--- config.mk ---
export PLATFORM = sky130hd
export DESIGN_NAME = iso8583_field_extractor
export DESIGN_NICKNAME = d
export VERILOG_FILES = /design/src/hw/rtl/ife_pkg.sv /design/src/hw/rtl/iso8583_field_extractor.sv /design/src/hw/rtl/ife_csr.sv /design/src/hw/rtl/ife_step.sv /design/src/hw/rtl/ife_outbuf.sv
export SDC_FILE = /design/constraint.sdc
export NUM_CORES = 1
export LEC_CHECK = 0
export BUFFER_PORTS_ARGS = -buffer_cell sky130_fd_sc_hd__buf_2
export CAP_MARGIN = 15
export CORE_AREA = 5 5 188 190
export CTS_CLUSTER_SIZE = 14
export DETAILED_ROUTE_END_ITERATION = 8
export DIE_AREA = 0 0 193 195
export PLACE_DENSITY = 0.63
export REMOVE_ABC_BUFFERS = 1
export SYNTH_ARGS = -nofsm -noshare
export SYNTH_HDL_FRONTEND = slang
export SYNTH_HIERARCHICAL = 1
export SYNTH_SLANG_ARGS = --single-unit
export TNS_END_PERCENT = 50
--- constraint.sdc ---
create_clock -name clock -period 6.5 [get_ports clock]
set_clock_uncertainty 0.1 [all_clocks]
set_input_delay 0.325 -clock clock [delete_from_list [all_inputs] [get_ports clock]]
set_output_delay 0.325 -clock clock [all_outputs]
set_load 0.05 [all_outputs]
--- src/hw/rtl/ife_pkg.sv ---
package ife_pkg;

   // configuration register map (word index)
   localparam int unsigned CSR_ADDR_WIDTH   = 3;
   localparam int unsigned CSR_DATA_WIDTH   = 32;
   localparam logic        REG_HEADER_LENGTH = 1'b0;

   localparam logic [4:0] HEADER_LENGTH_RESET = 5'd12;

   localparam logic [4:0] MTI_LAST_POS    = 5'd3;
   localparam logic [4:0] BITMAP_LAST_POS = 5'd15;

   // fixed-length data elements, in ascending field order
   localparam int unsigned NUM_FIELDS = 10;
   localparam int unsigned SLOT_WIDTH = 4;

   typedef enum logic [2:0] {
      PH_HEADER = 3'd0,
      PH_MTI    = 3'd1,
      PH_BITMAP = 3'd2,
      PH_FIELD  = 3'd3,
      PH_TRAIL  = 3'd4
   } phase_type;

   typedef struct packed {
      logic [7:0] char_in;
      logic       start_of_message;
   } req_type;

   typedef struct packed {
      logic [2:0]  section;
      logic [6:0]  field_number;
      logic [7:0]  data_char;
      logic        section_last;
      logic [63:0] bitmap_value;
      logic        bitmap_valid;
      logic        hex_error;
   } rsp_type;

   // parser state carried from one word to the next
   typedef struct packed {
      phase_type               phase;
      logic [4:0]              pos;
      logic [NUM_FIELDS-1:0]   pending;
      logic [63:0]             bitmap;
      logic [4:0]              high_nibble;
      logic [SLOT_WIDTH-1:0]   slot;
      logic                    done;
   } state_type;

   localparam state_type STATE_RESET = '{
      phase:       PH_HEADER,
      pos:         5'd0,
      pending:     '0,
      bitmap:      64'd0,
      high_nibble: 5'd0,
      slot:        '0,
      done:        1'b0
   };

endpackage

--- src/hw/rtl/iso8583_field_extractor.sv ---
// channel   direction  handshake                  word
// req       in         req_valid / req_stall      ife_pkg::req_type (char_in, start_of_message)
// rsp       out        rsp_valid / rsp_stall      ife_pkg::rsp_type (one tag word per char)
// csr       in/out     psel penable pwrite pready header_length at byte address 0
//
// one character per clock unless req_stall: the tag is worked out in a single pass from the
// parser state registers and lands in the output register or its skid entry the next edge
// req_stall rises only when both the output register and its skid entry
// hold words, so two words can wait on a stalled rsp side
// reset is synchronous: parser starts in the header, header_length = 12
module iso8583_field_extractor (
   input  logic                                  clock,
   input  logic                                  reset,
   input  logic                                  req_valid,
   output logic                                  req_stall,
   input  ife_pkg::req_type                      req_data,
   output logic                                  rsp_valid,
   input  logic                                  rsp_stall,
   output ife_pkg::rsp_type                      rsp_data,
   input  logic                                  psel,
   input  logic                                  penable,
   input  logic                                  pwrite,
   input  logic [ife_pkg::CSR_ADDR_WIDTH-1:0]    paddr,
   input  logic [ife_pkg::CSR_DATA_WIDTH-1:0]    pwdata,
   output logic [ife_pkg::CSR_DATA_WIDTH-1:0]    prdata,
   output logic                                  pready
);
   import ife_pkg::*;

   logic      accept;
   logic      buf_full;
   logic [4:0] header_length;
   state_type state_ff;
   state_type state_in;
   state_type state_step;
   rsp_type   step_word;

   // configuration register
   ife_csr u_csr (
      .clock         (clock),
      .reset         (reset),
      .psel          (psel),
      .penable       (penable),
      .pwrite        (pwrite),
      .paddr         (paddr),
      .pwdata        (pwdata),
      .prdata        (prdata),
      .pready        (pready),
      .header_length (header_length)
   );

   assign req_stall = buf_full;
   assign accept    = req_valid && !buf_full;

   // tagging and next-state logic for one character
   ife_step u_step (
      .state_cur     (state_ff),
      .req_word      (req_data),
      .header_length (header_length),
      .state_nxt     (state_step),
      .rsp_word      (step_word)
   );

   // parser state advances only on an accepted character
   always_comb begin
      state_in = state_ff;
      if (accept) begin
         state_in = state_step;
      end
   end

   always_ff @(posedge clock) begin
      if (reset) begin
         state_ff <= STATE_RESET;
      end else begin
         state_ff <= state_in;
      end
   end

   // output register with one skid entry
   ife_outbuf u_outbuf (
      .clock     (clock),
      .reset     (reset),
      .push      (accept),
      .push_word (step_word),
      .full      (buf_full),
      .rsp_valid (rsp_valid),
      .rsp_stall (rsp_stall),
      .rsp_data  (rsp_data)
   );

endmodule

--- src/hw/rtl/ife_csr.sv ---
module ife_csr (
   input  logic                                  clock,
   input  logic                                  reset,
   input  logic                                  psel,
   input  logic                                  penable,
   input  logic                                  pwrite,
   input  logic [ife_pkg::CSR_ADDR_WIDTH-1:0]    paddr,
   input  logic [ife_pkg::CSR_DATA_WIDTH-1:0]    pwdata,
   output logic [ife_pkg::CSR_DATA_WIDTH-1:0]    prdata,
   output logic                                  pready,
   output logic [4:0]                            header_length
);
   import ife_pkg::*;

   logic [4:0] header_length_ff;
   logic [4:0] header_length_in;
   logic       hit;

   assign hit    = (paddr[2] == REG_HEADER_LENGTH);
   assign pready = 1'b1;

   always_comb begin
      header_length_in = header_length_ff;
      if (psel && penable && pwrite && hit) begin
         header_length_in = pwdata[4:0];
      end
   end

   always_ff @(posedge clock) begin
      if (reset) begin
         header_length_ff <= HEADER_LENGTH_RESET;
      end else begin
         header_length_ff <= header_length_in;
      end
   end

   assign prdata        = hit ? {27'd0, header_length_ff} : '0;
   assign header_length = header_length_ff;

endmodule

--- src/hw/rtl/ife_step.sv ---
module ife_step (
   input  ife_pkg::state_type state_cur,
   input  ife_pkg::req_type   req_word,
   input  logic [4:0]         header_length,
   output ife_pkg::state_type state_nxt,
   output ife_pkg::rsp_type   rsp_word
);
   import ife_pkg::*;

   // field number of each slot
   function automatic logic [6:0] slot_field(input logic [SLOT_WIDTH-1:0] s);
      logic [6:0] f;
      case (s)
         4'd0:    f = 7'd3;
         4'd1:    f = 7'd4;
         4'd2:    f = 7'd11;
         4'd3:    f = 7'd12;
         4'd4:    f = 7'd18;
         4'd5:    f = 7'd22;
         4'd6:    f = 7'd24;
         4'd7:    f = 7'd34;
         4'd8:    f = 7'd39;
         4'd9:    f = 7'd41;
         default: f = 7'd0;
      endcase
      return f;
   endfunction

   // characters in each slot's field
   function automatic logic [4:0] slot_len(input logic [SLOT_WIDTH-1:0] s);
      logic [4:0] n;
      case (s)
         4'd0:    n = 5'd6;
         4'd1:    n = 5'd12;
         4'd2:    n = 5'd6;
         4'd3:    n = 5'd12;
         4'd4:    n = 5'd4;
         4'd5:    n = 5'd3;
         4'd6:    n = 5'd4;
         4'd7:    n = 5'd8;
         4'd8:    n = 5'd3;
         4'd9:    n = 5'd8;
         default: n = 5'd0;
      endcase
      return n;
   endfunction

   // bitmap bits of the fixed-length fields (field f sits at bit 64-f)
   function automatic logic [NUM_FIELDS-1:0] field_mask(input logic [63:0] b);
      return {b[23], b[25], b[30], b[40], b[42], b[46], b[52], b[53], b[60], b[61]};
   endfunction

   // {is hex, value}
   function automatic logic [4:0] hex_decode(input logic [7:0] c);
      logic [4:0] r;
      if (c >= 8'h30 && c <= 8'h39) begin
         r = {1'b1, 4'(c - 8'h30)};
      end else if (c >= 8'h61 && c <= 8'h66) begin
         r = {1'b1, 4'(c - 8'h57)};
      end else if (c >= 8'h41 && c <= 8'h46) begin
         r = {1'b1, 4'(c - 8'h37)};
      end else begin
         r = 5'd0;
      end
      return r;
   endfunction

   state_type             cur;
   state_type             nxt;
   rsp_type               res;
   logic [4:0]            hex;
   logic [7:0]            pair_byte;
   logic [5:0]            shamt;
   logic [NUM_FIELDS-1:0] pend;
   logic                  any_pend;
   logic [SLOT_WIDTH-1:0] first_slot;
   logic                  finish;
   logic [4:0]            flen;

   always_comb begin
      cur = state_cur;
      if (req_word.start_of_message) begin
         cur = STATE_RESET;
      end
      if (cur.phase == PH_HEADER && cur.pos == 5'd0 && header_length == 5'd0) begin
         cur.phase = PH_MTI;
      end

      nxt              = cur;
      res              = '0;
      res.section      = cur.phase;
      res.data_char    = req_word.char_in;
      hex              = hex_decode(req_word.char_in);
      pair_byte        = 8'd0;
      shamt            = {~cur.pos[3:1], 3'b000};
      pend             = cur.pending;
      finish           = 1'b0;
      flen             = slot_len(cur.slot);

      case (cur.phase)
         PH_HEADER: begin
            if ({1'b0, cur.pos} + 6'd1 >= {1'b0, header_length}) begin
               res.section_last = 1'b1;
               nxt.phase        = PH_MTI;
               nxt.pos          = 5'd0;
            end else begin
               nxt.pos = cur.pos + 5'd1;
            end
         end
         PH_MTI: begin
            if (cur.pos >= MTI_LAST_POS) begin
               res.section_last = 1'b1;
               nxt.phase        = PH_BITMAP;
               nxt.pos          = 5'd0;
            end else begin
               nxt.pos = cur.pos + 5'd1;
            end
         end
         PH_BITMAP: begin
            res.hex_error = ~hex[4];
            if (!cur.pos[0]) begin
               nxt.high_nibble = hex[4] ? {1'b0, hex[3:0]} : 5'h10;
            end else begin
               if (cur.high_nibble[4]) begin
                  pair_byte = 8'd0;
               end else if (hex[4]) begin
                  pair_byte = {cur.high_nibble[3:0], hex[3:0]};
               end else begin
                  pair_byte = {4'd0, cur.high_nibble[3:0]};
               end
               nxt.bitmap = cur.bitmap | (64'(pair_byte) << shamt);
            end
            if (cur.pos >= BITMAP_LAST_POS) begin
               res.section_last = 1'b1;
               nxt.done         = 1'b1;
               pend             = field_mask(nxt.bitmap);
               finish           = 1'b1;
            end else begin
               nxt.pos = cur.pos + 5'd1;
            end
         end
         PH_FIELD: begin
            res.field_number = slot_field(cur.slot);
            if ({1'b0, cur.pos} + 6'd1 >= {1'b0, flen}) begin
               res.section_last = 1'b1;
               for (int k = 0; k < NUM_FIELDS; k++) begin
                  if (SLOT_WIDTH'(k) == cur.slot) begin
                     pend[k] = 1'b0;
                  end
               end
               finish = 1'b1;
            end else begin
               nxt.pos = cur.pos + 5'd1;
            end
         end
         default: begin
            res.section = PH_TRAIL;
            nxt.phase   = PH_TRAIL;
            nxt.slot    = '0;
            nxt.pos     = 5'd0;
         end
      endcase

      // priority pick of the lowest pending field
      any_pend   = |pend;
      first_slot = '0;
      for (int k = NUM_FIELDS - 1; k >= 0; k--) begin
         if (pend[k]) begin
            first_slot = SLOT_WIDTH'(k);
         end
      end

      if (finish) begin
         nxt.pending = pend;
         nxt.slot    = first_slot;
         nxt.pos     = 5'd0;
         nxt.phase   = any_pend ? PH_FIELD : PH_TRAIL;
      end

      res.bitmap_value = nxt.bitmap;
      res.bitmap_valid = nxt.done;
   end

   assign state_nxt = nxt;
   assign rsp_word  = res;

endmodule

--- src/hw/rtl/ife_outbuf.sv ---
module ife_outbuf (
   input  logic             clock,
   input  logic             reset,
   input  logic             push,
   input  ife_pkg::rsp_type push_word,
   output logic             full,
   output logic             rsp_valid,
   input  logic             rsp_stall,
   output ife_pkg::rsp_type rsp_data
);
   import ife_pkg::*;

   logic    main_valid_ff;
   logic    main_valid_in;
   logic    skid_valid_ff;
   logic    skid_valid_in;
   rsp_type main_ff;
   rsp_type main_in;
   rsp_type skid_ff;
   rsp_type skid_in;
   logic    take;

   assign take = main_valid_ff && !rsp_stall;

   always_comb begin
      main_valid_in = main_valid_ff;
      skid_valid_in = skid_valid_ff;
      main_in       = main_ff;
      skid_in       = skid_ff;
      if (skid_valid_ff) begin
         if (take) begin
            main_in       = skid_ff;
            skid_valid_in = 1'b0;
         end
      end else if (push) begin
         if (!main_valid_ff || take) begin
            main_in       = push_word;
            main_valid_in = 1'b1;
         end else begin
            skid_in       = push_word;
            skid_valid_in = 1'b1;
         end
      end else if (take) begin
         main_valid_in = 1'b0;
      end
   end

   always_ff @(posedge clock) begin
      if (reset) begin
         main_valid_ff <= 1'b0;
         skid_valid_ff <= 1'b0;
      end else begin
         main_valid_ff <= main_valid_in;
         skid_valid_ff <= skid_valid_in;
      end
   end

   always_ff @(posedge clock) begin
      main_ff <= main_in;
      skid_ff <= skid_in;
   end

   assign full      = skid_valid_ff;
   assign rsp_valid = main_valid_ff;
   assign rsp_data  = main_ff;

endmodule

==> results.py, run 1 <==
metrics = {
    "power_and_ir_drop": {
        "power.static_leakage_nw": 5.43,
        "report.power.total_mw": 3.98,
        "irDropWorstVdd_uv": 185,
        "cellPowerDensity_nw_per_um2": 259,
    },
    "timing": {
        "period_share_pct": 64.2,
        "hold_viol": 0,
        "relSlewSlack_pct": 25.2,
        "timing.fmax_mhz": 239,
        "worstMarginPinSlew_ns": 1.11,
        "report.final.slew_viol_count": 0,
        "rsz0062_at_grt": "no",
        "setup-tns-final_ns": 0,
        "period_minus_slack_ns": 4.18,
        "endpoints_failing_setup": 0,
    },
    "cells_and_area": {
        "post_route_cells_drive_above_1_share_pct": 20.9,
        "layout_fillers": 3108,
        "layout.cells.most_common": "edfxtp_1",
        "area_delta_synth_final_pct": 7.96,
        "antenna_cells": 0,
        "fin_nets": 1362,
        "stdcell_count": 1766,
        "commonest_cells_after_routing_fill_and_taps_aside": "edfxtp_1 (170), buf_2 (112), nand2b_1 (108)",
        "layout.cell_area.non_filler_um2": 15400,
    },
    "clock_tree": {
        "cts_made_buffers": 29,
        "clock-root-buffer": "clkbuf_16",
        "cts_htree_levels": 1,
        "cts_buffer_depth": 3,
        "clock_latency_ns": 0.54,
        "clk_transition_reported_paths_ns": 0.07,
        "ctsResizeCount": 0,
        "clock-sinks": 269,
        "tritoncts_clock_tree": "built",
    },
    "floorplan": {
        "die_height_um": 195,
        "dieWidth_um": 193,
        "floorplan.core_area_um2": 33300,
        "start_util_pct": 42.8,
        "fp-row-count": 67,
        "design.die.area_um2": 37600,
        "design.portCount": 171,
    },
    "synth": {
        "synth_edf_count": 170,
        "synth_seq_cells": 269,
        "ys.warnings.count": 6,
        "post-synth-top-area-fraction_pct": 35.9,
        "yosys.area.top_type": "edfxtp_1",
        "synth_cells": 1298,
        "ys_seq_area_share_pct": 49.8,
        "avg_inst_size_synth_um2": 11.0,
        "post_synth_main_area_contributors": "edfxtp_1 (36%), dfxtp_1 (14%), nand4bb_1 (7.4%), mux2_2 (6.2%), buf_4 (5.9%)",
        "synth.cell_area_um2": 14200,
        "yosys_most_used_dff": "edfxtp_1",
        "asyncSetResetFlopFracSynth_pct": 0,
        "synth.distinct_cells": 82,
    },
    "global_route": {
        "globalRouteMet2Util_pct": 26.0,
        "wire_length_of_the_first_global_routing_pass_mm": 51.6,
        "gr-usage-met1_pct": 24.4,
        "top_usage_layer": "met2",
        "grt_pass1_vias": 9321,
        "met3_usage_pct": 2.52,
        "gr-usage-all-layers_pct": 16.6,
        "globalRouteOverflowTotal": 0,
        "antenna_violations_before_repair": 0,
        "grt_start_max_net_pins": 100,
    },
    "worst_setup_path": {
        "startpoint_type": "flip-flop",
        "setup.worst_path.end_class": "flip-flop",
        "cp_data_arrival_time_ns": 4.47,
        "worstPathMaxFanout": 15,
        "critPathKind": "reg -> reg",
        "worstPathRequired_ns": 6.80,
    },
    "placement": {
        "numPlacedInstances": 1701,
        "io_buffers": 113,
        "place.detailed.hpwl_mm": 20.0,
        "place_congestion": 0.886,
        "postPlaceCellArea_um2": 14300,
    },
    "drt": {
        "detail-route-antenna-nets": 0,
        "drt_first_pass_iters": 5,
        "vias_per_cell": 5.47,
        "routed-via-count": 9654,
        "drt-total-wl_mm": 32.5,
        "routedWlPerCell_um": 18.4,
        "drt_iter0_markers": 838,
        "drcViolationCount": 0,
    },
    "status": {
        "status": "finished clean",
    },
    "min_path": {
        "hold_class": "in -> reg",
    },
    "run": {
        "maxCapViolations": 0,
    },
}
[synth_stat cells, types with 10 or more instances]
cell type / number
edfxtp_1: 170
buf_4: 111
nand2b_1: 108
dfxtp_1: 99
nor2_1: 95
nand4bb_1: 93
o21ai_1: 93
mux2_2: 78
a21oi_1: 68
nand2_1: 45
clkbuf_1: 32
buf_2: 27
o21ai_0: 23
inv_1: 21
o2bb2ai_1: 19
nor3_1: 16
clkbuf_2: 15
ha_1: 15
nor2b_1: 15
nand3_1: 10
[area by class of cell]
class / count / area, um^2 / area share [%]
multi-input combinational: 838 / 5930 / 38.6
inverter: 21 / 78.8 / 0.513
tap: 448 / 561 / 3.65
clock buffer: 41 / 811 / 5.28
sequential: 269 / 7090 / 46.2
clock inverter: 12 / 115 / 0.749
timing repair buffer: 137 / 778 / 5.07
[layer usage]
layer | up-vias | routed length, um
met5 | - | 0
met4 | 0 | 556
met3 | 47 | 1740
met2 | 288 | 14900
met1 | 4718 | 15200
li1 | 4601 | -
[registers in the layout, indices dropped and copies added (netlist names)]
| signal | cells |
|---|---|
| u_outbuf/full | 1 |
| u_outbuf/rsp_valid | 1 |
| u_outbuf/rsp_data | 85 |
| state_ff | 92 |
| u_csr/header_length | 5 |
| u_outbuf/skid_ff | 85 |
[final timing paths]
kind                                to  slack (ns)  cells after the start    startpoint
hold reg to reg           state_ff[39]        0.36                      2  state_ff[39]
setup reg to reg          state_ff[90]        2.32                     14  state_ff[86]
hold / removal    u_outbuf/skid_ff[69]        0.03                      1   req_data[3]
setup / recovery          state_ff[90]        2.32                     14  state_ff[86]
[per-stage QoR]
step	setup slack, ns	hold slack [ns]	util [%]
2_1_floorplan	-2.85	0.294	-
3_3_place_gp	2.26	0.348	43.0
3_5_place_dp	2.15	0.354	43.0
4_1_cts	2.41	0.0136	46.2
5_1_grt	1.94	0.0397	46.2
6_report	2.32	0.0294	46.2
[logic make-up (layout without fill, tap and decap cells)]
logic type / Yosys count / in the layout / share of synthesized area, %
AND/OR/NAND/NOR: 432 / 432 / 20.2
flip-flops: 269 / 269 / 49.8
AO/OA/AOI/OAI: 268 / 268 / 11.7
buffers and inverters: 217 / 211 / 9.39
multiplexers: 92 / 92 / 7.40
adder cells (fa/ha/maj): 15 / 15 / 1.32
other: 3 / 29 / 0.0791
XOR/XNOR: 2 / 2 / 0.123
[where the power goes]
part	internal (mW)	switching (mW)
sequential	1.88	0.0220
combinational	0.117	0.359
clock	0.943	0.658
total	2.94	1.04
[worst max-delay path, cell delays in order, from the launching register on]
cell and delay, ns:
dfxtp_1 0.65, and2_1 0.45, nand2_1 0.12, xor2_1 0.19, nor2_1 0.11, ha_1 0.32
o21ai_0 0.11, o2111a_1 0.35, o21ai_0 0.60, nand3_1 0.20, nor2_1 0.27, and4_1 0.32
a21oi_1 0.06, nand4bb_1 0.10, o21ai_1 0.07
[what timing repair did]
action	CTS	global route
hold buffers	12	0
setup buffers	0	0
hold endpoints to repair	12	0
No activity file was read; power rests on OpenSTA's default activity.
==> run 2, diff against run 1 <==
--- a/config.mk
+++ b/config.mk
@@ -11,7 +11,7 @@
 export CTS_CLUSTER_SIZE = 14
 export DETAILED_ROUTE_END_ITERATION = 8
 export DIE_AREA = 0 0 193 195
-export PLACE_DENSITY = 0.63
+export PLACE_DENSITY = 0.65
 export REMOVE_ABC_BUFFERS = 1
 export SYNTH_ARGS = -nofsm -noshare
 export SYNTH_HDL_FRONTEND = slang
==> constraint.sdc (replaced) <==
create_clock -name clock -period 3.65 [get_ports clock]
set_clock_uncertainty 0.1 [all_clocks]
set_input_delay 0.1825 -clock clock [delete_from_list [all_inputs] [get_ports clock]]
set_output_delay 0.1825 -clock clock [all_outputs]
set_load 0.05 [all_outputs]
==> results.py, run 2 (same netlist as run 1, synthesis figures left out) <==
metrics = {
    "cells_and_area": {
        "layout.cell_area.non_filler_um2": 15700,
        "area_delta_synth_final_pct": 10.5,
        "commonest_cells_after_routing_fill_and_taps_aside": "edfxtp_1 (170), buf_2 (112), nand2b_1 (108)",
        "layout_fillers": 3094,
        "antenna_cells": 0,
        "fin_nets": 1409,
        "registers.top_by_ff_count": "state_ff",
        "layout.cells.most_common": "edfxtp_1",
        "area_taken_by_multi_input_logic_gates_um2": 5970,
        "stdcell_count": 1813,
        "max_ffs_per_register": 92,
        "final_util_pct": 47.3,
        "final-seq-area_um2": 7090,
        "post_route_cells_drive_above_1_share_pct": 24.0,
    },
    "worst_setup_path": {
        "ff_to_ff_setup_slack_ns": 0.21,
        "launch_point_of_the_worst_reg_to_reg_path": "state_ff[85]",
        "worstPathMaxFanout": 6,
        "worstSetupStartpoint": "state_ff[85]",
        "reg2reg_capture_point": "state_ff[91]",
        "critical_path.endpoint": "state_ff[91]",
        "startpoint_type": "flip-flop",
        "worstRegToRegCells": 14,
        "critPathKind": "reg -> reg",
        "setup.worst_path.end_class": "flip-flop",
        "cp_data_arrival_time_ns": 3.80,
        "worstPathRequired_ns": 4.01,
    },
    "drt": {
        "routedWlPerCell_um": 18.2,
        "vias_per_cell": 5.41,
        "drcViolationCount": 0,
        "routed-via-count": 9807,
        "drt_first_pass_iters": 6,
        "drt-total-wl_mm": 33.0,
        "drt_iter0_markers": 814,
        "detail-route-antenna-nets": 0,
    },
    "timing": {
        "period_minus_slack_ns": 3.44,
        "period_share_pct": 94.2,
        "worstMarginPinSlew_ns": 1.06,
        "timing.fmax_mhz": 291,
        "relSlewSlack_pct": 29.6,
        "hold_viol": 0,
        "report.final.slew_viol_count": 0,
        "worst_slack_ns": 0.213,
        "endpoints_failing_setup": 0,
    },
    "floorplan": {
        "dieWidth_um": 193,
        "start_util_pct": 42.8,
        "fp-row-count": 67,
        "floorplan.core_area_um2": 33300,
        "design.die.area_um2": 37600,
        "die_height_um": 195,
        "design.portCount": 171,
    },
    "global_route": {
        "grt_start_max_net_pins": 113,
        "globalRouteOverflowTotal": 0,
        "gr-usage-all-layers_pct": 16.9,
        "wire_length_of_the_first_global_routing_pass_mm": 52.6,
        "grt_pass1_vias": 9470,
        "antenna_violations_before_repair": 0,
    },
    "clock_tree": {
        "cts_buffer_depth": 3,
        "cts_made_buffers": 28,
        "cts_htree_levels": 1,
        "clock-root-buffer": "clkbuf_16",
        "tritoncts_clock_tree": "built",
        "clock-sinks": 269,
        "clk_transition_reported_paths_ns": 0.06,
        "clock_latency_ns": 0.54,
    },
    "power_and_ir_drop": {
        "irDropWorstVdd_uv": 310,
        "power.static_leakage_nw": 5.66,
        "cellPowerDensity_nw_per_um2": 442,
    },
    "status": {
        "status": "finished clean",
    },
    "placement": {
        "postPlaceCellArea_um2": 14700,
        "pre_cts_setup_slack_ns": 0.159,
        "place.detailed.hpwl_mm": 21.4,
        "place_congestion": 0.893,
        "io_buffers": 113,
        "numPlacedInstances": 1747,
    },
    "min_path": {
        "hold_class": "in -> reg",
    },
    "run": {
        "maxCapViolations": 0,
    },
}
-- run 2: changes by cell type in the layout (fill, tap and decap cells not counted), sizes merged --
cell / previous run / this run
buf: 125 / 171
clkbuf: 41 / 34
clkinv: 7 / 14
dlygate4sd3: 12 / 14
bufinv: 2 / 1
clkinvlp: 3 / 2
inv: 21 / 22
-- run 2: routing by layer --
metal	GRT usage (%)	wire length (um)	vias up
li1	-	-	4715
met1	24.9	15600	4774
met2	26.8	15200	283
met3	2.27	1700	35
met4	3.54	524	0
met5	0	0	-
-- run 2: layout make-up --
cell class                      count  share of cell area [%]
Sequential cell                   269                    45.1
Inverter                           21                   0.501
Multi-Input combinational cell    838                    38.0
Timing Repair Buffer              185                    7.35
Tap cell                          448                    3.56
Clock inverter                     18                   0.795
Clock buffer                       34                    4.73
-- run 2: repair_timing --
| item | in CTS | in global routing |
|---|---|---|
| endpoints found under the setup margin | 0 | 5 |
| buffers inserted | 0 | 0 |
| gates resized for setup | 0 | 10 |
| hold buffers | 14 | 0 |
| hold endpoints to repair | 22 | 0 |
-- run 2: worst min path at each step --
| stage | startpoint | endpoint | depth (start not counted) |
|---|---|---|---|
| finish | penable | u_csr/header_length[0] | 3 |
| global route | penable | u_csr/header_length[0] | 3 |
| CTS | penable | u_csr/header_length[0] | 3 |
| detailed placement | req_data[6] | u_outbuf/skid_ff[72] | 1 |
| global placement | req_data[7] | u_outbuf/skid_ff[73] | 1 |
| floorplan | reset | u_outbuf/rsp_valid | 1 |
-- run 2: where the power goes --
part / total, mW / internal [mW] / switching [mW]
registers: 3.39 / 3.35 / 0.0397
logic: 0.861 / 0.218 / 0.643
clock network: 2.70 / 1.52 / 1.18
total: 6.95 / 5.09 / 1.86
-- run 2: per-stage QoR --
stage,hold WS [ns],total power [mW],setup TNS [ns]
6_report,0.113,6.95,0
5_1_grt,0.113,7.23,-0.00239
4_1_cts,0.0829,7.05,0
3_5_place_dp,0.316,4.31,0
3_3_place_gp,0.317,4.31,0
2_1_floorplan,0.152,4.09,-1243.57
-- run 2: critical path, cell delays in order (launching register included) --
cell	delay, ns
dfxtp_1	0.35
nand2_1	0.18
inv_1	0.09
ha_1	0.22
xnor2_1	0.22
ha_1	0.22
o21ai_0	0.14
o2111a_2	0.34
o211a_1	0.24
o31a_1	0.36
nor4_4	0.28
and4_2	0.31
or2_1	0.11
nand4bb_1	0.09
o21ai_1	0.11
==> run 3, diff against run 2 <==
--- a/config.mk
+++ b/config.mk
@@ -11,6 +11,7 @@
 export CTS_CLUSTER_SIZE = 14
 export DETAILED_ROUTE_END_ITERATION = 8
 export DIE_AREA = 0 0 193 195
+export MAX_ROUTING_LAYER = met4
 export PLACE_DENSITY = 0.65
 export REMOVE_ABC_BUFFERS = 1
 export SYNTH_ARGS = -nofsm -noshare
==> constraint.sdc (replaced) <==
create_clock -name clock -period 2.8 [get_ports clock]
set_clock_uncertainty 0.1 [all_clocks]
set_input_delay 0.14 -clock clock [delete_from_list [all_inputs] [get_ports clock]]
set_output_delay 0.14 -clock clock [all_outputs]
set_load 0.05 [all_outputs]
==> results.py, run 3 (same netlist as run 1, synthesis figures left out) <==
metrics = {
    "status": {
        "status": "finished, violations left",
        "failing_checks": "setup timing",
    },
    "drt": {
        "detail-route-antenna-nets": 0,
        "routed-via-count": 10300,
        "drcViolationCount": 0,
        "drt_iter0_markers": 733,
        "drt_first_pass_iters": 5,
        "vias_per_cell": 5.31,
        "drt-total-wl_mm": 35.8,
        "routedWlPerCell_um": 18.4,
    },
    "floorplan": {
        "design.portCount": 171,
        "design.die.area_um2": 37600,
        "start_util_pct": 42.8,
        "fp-row-count": 67,
        "floorplan.core_area_um2": 33300,
        "die_height_um": 195,
        "dieWidth_um": 193,
    },
    "placement": {
        "place_congestion": 0.901,
        "io_buffers": 113,
        "postPlaceCellArea_um2": 15600,
        "place.detailed.hpwl_mm": 23.5,
    },
    "cells_and_area": {
        "fin_nets": 1536,
        "layout.cell_area.non_filler_um2": 17400,
        "registers.top_by_ff_count": "state_ff",
        "post_route_cells_drive_above_1_share_pct": 34.7,
        "final_util_pct": 52.2,
        "area_delta_synth_final_pct": 22.0,
        "max_ffs_per_register": 92,
        "layout.cells.most_common": "edfxtp_1",
        "antenna_cells": 0,
        "commonest_cells_after_routing_fill_and_taps_aside": "edfxtp_1 (170), buf_4 (158), buf_2 (112)",
    },
    "timing": {
        "period_share_pct": 113,
        "timing.fmax_mhz": 316,
        "worst_slack_ns": -0.364,
        "rsz0062_at_grt": "yes",
        "hold_viol": 0,
        "relSlewSlack_pct": 26.0,
        "timing.hold.ws_ns": 0.0462,
        "worstMarginPinSlew_ns": 1.11,
        "endpoints_failing_setup": 10,
        "period_minus_slack_ns": 3.16,
        "report.final.slew_viol_count": 0,
    },
    "min_path": {
        "hold_class": "in -> reg",
        "hold-path-cell-count": 3,
        "holdPathEnd": "u_csr/header_length[0]",
        "timing.hold.worst.start": "penable",
    },
    "clock_tree": {
        "cts_buffer_depth": 3,
        "clock-root-buffer": "clkbuf_16",
        "clk_transition_reported_paths_ns": 0.06,
        "tritoncts_clock_tree": "built",
        "cts_htree_levels": 1,
        "clock-sinks": 269,
        "clock_latency_ns": 0.56,
        "cts_made_buffers": 29,
    },
    "worst_setup_path": {
        "cp_slowest_stage_delay_ns": 0.36,
        "ff_to_ff_setup_slack_ns": -0.36,
        "reg2reg_capture_point": "state_ff[91]",
        "crit_buf_inv": 4,
        "critPathKind": "reg -> reg",
        "worstPathRequired_ns": 3.12,
        "launch_point_of_the_worst_reg_to_reg_path": "state_ff[1]",
        "cp_data_arrival_time_ns": 3.48,
        "worstPathMaxFanout": 4,
        "startpoint_type": "flip-flop",
        "worstRegToRegCells": 16,
        "setup.worst_path.end_class": "flip-flop",
        "timing.critical_path.cells": "nor2b_4, buf_6, a221oi_2, buf_4, ha_4, a211oi_4, o2111a_2, buf_6, nor2_1, a21oi_2, a211oi_1, buf_4, and4_4, or2_1, nand4bb_1, o21ai_1",
        "slowest_stage": "dfxtp_4",
        "worst-path-stages": 16,
        "critical-path-top-delay-family": "compound AO/OA/AOI/OAI gates",
    },
    "global_route": {
        "globalRouteOverflowTotal": 0,
        "wire_length_of_the_first_global_routing_pass_mm": 55.8,
        "grt_pass1_vias": 9927,
        "antenna_violations_before_repair": 0,
        "gr-usage-all-layers_pct": 18.7,
        "grt_start_max_net_pins": 94,
    },
    "run": {
        "maxCapViolations": 0,
    },
    "power_and_ir_drop": {
        "internal_power_mw": 7.17,
        "irDropWorstVdd_uv": 415,
        "power.static_leakage_nw": 6.50,
        "power.share.switching_pct": 25.7,
        "share_comb_of_total_power_pct": 12.7,
        "fraction_of_power_consumed_by_sequential_logic_pct": 45.6,
        "power_frac_clock_pct": 41.7,
        "power_switching_mw": 2.48,
        "cellPowerDensity_nw_per_um2": 556,
    },
}
[run 3: how the worst max path moves through the flow]
stage,startpoint,endpoint,slack [ns]
3_5_place_dp,req_data[0],state_ff[3],-0.64
5_1_grt,state_ff[1],state_ff[91],-0.49
3_3_place_gp,req_data[0],state_ff[3],-0.80
2_1_floorplan,u_outbuf/full,u_outbuf/rsp_data[0],-6.55
4_1_cts,state_ff[85],state_ff[4],-0.36
6_report,state_ff[1],state_ff[91],-0.36
[run 3: per-stage QoR]
step | setup WS (ns) | power, mW | setup TNS [ns] | instances
3_5_place_dp | -0.643 | 5.67 | -7.67 | 1850
2_1_floorplan | -6.55 | 5.33 | -1541.12 | 1128
5_1_grt | -0.492 | 10.0 | -4.34 | 1941
6_report | -0.364 | 9.65 | -2.55 | 1941
3_3_place_gp | -0.800 | 5.67 | -8.29 | 1850
4_1_cts | -0.362 | 9.78 | -2.56 | 1933
[run 3: layout make-up]
| type | instances | area, um^2 |
|---|---|---|
| clock buffers | 39 | 835 |
| clock inverters | 15 | 185 |
| fillers | 2978 | 15900 |
| inverters | 21 | 83.8 |
| multi-input cells | 838 | 6310 |
| flip-flops and latches | 269 | 7110 |
| well taps | 448 | 561 |
| repair buffers | 311 | 2280 |
[run 3: power by group through the flow]
stage / registers (mW) / clock network (mW) / logic (mW)
2_1_floorplan: 4.94 / 0 / 0.387
3_3_place_gp: 4.49 / 0 / 1.18
3_5_place_dp: 4.49 / 0 / 1.18
4_1_cts: 4.41 / 4.15 / 1.22
5_1_grt: 4.42 / 4.31 / 1.29
6_report: 4.40 / 4.02 / 1.23
[run 3: timing repair]
action | 4_1_cts | 5_1_grt
gates resized for setup | 63 | 47
buffers inserted | 13 | 9
endpoints found under the hold margin | 23 | 0
pin swaps | 20 | 22
hold buffers | 17 | 0
endpoints found under the setup margin | 20 | 28
[run 3: layer usage]
metal | track usage [%] | up-vias | wire length [um]
met5 | - | - | 0
met4 | 4.17 | 0 | 722
met3 | 2.80 | 51 | 1940
met2 | 28.3 | 282 | 16500
met1 | 26.6 | 5013 | 16600
li1 | - | 4961 | -
[run 3: tightest hold or removal path, delay by kind of cell]
family	cells	cell delay, ns
simple gates	1	0.26
mux	1	0.15
buf+inv	1	0.09
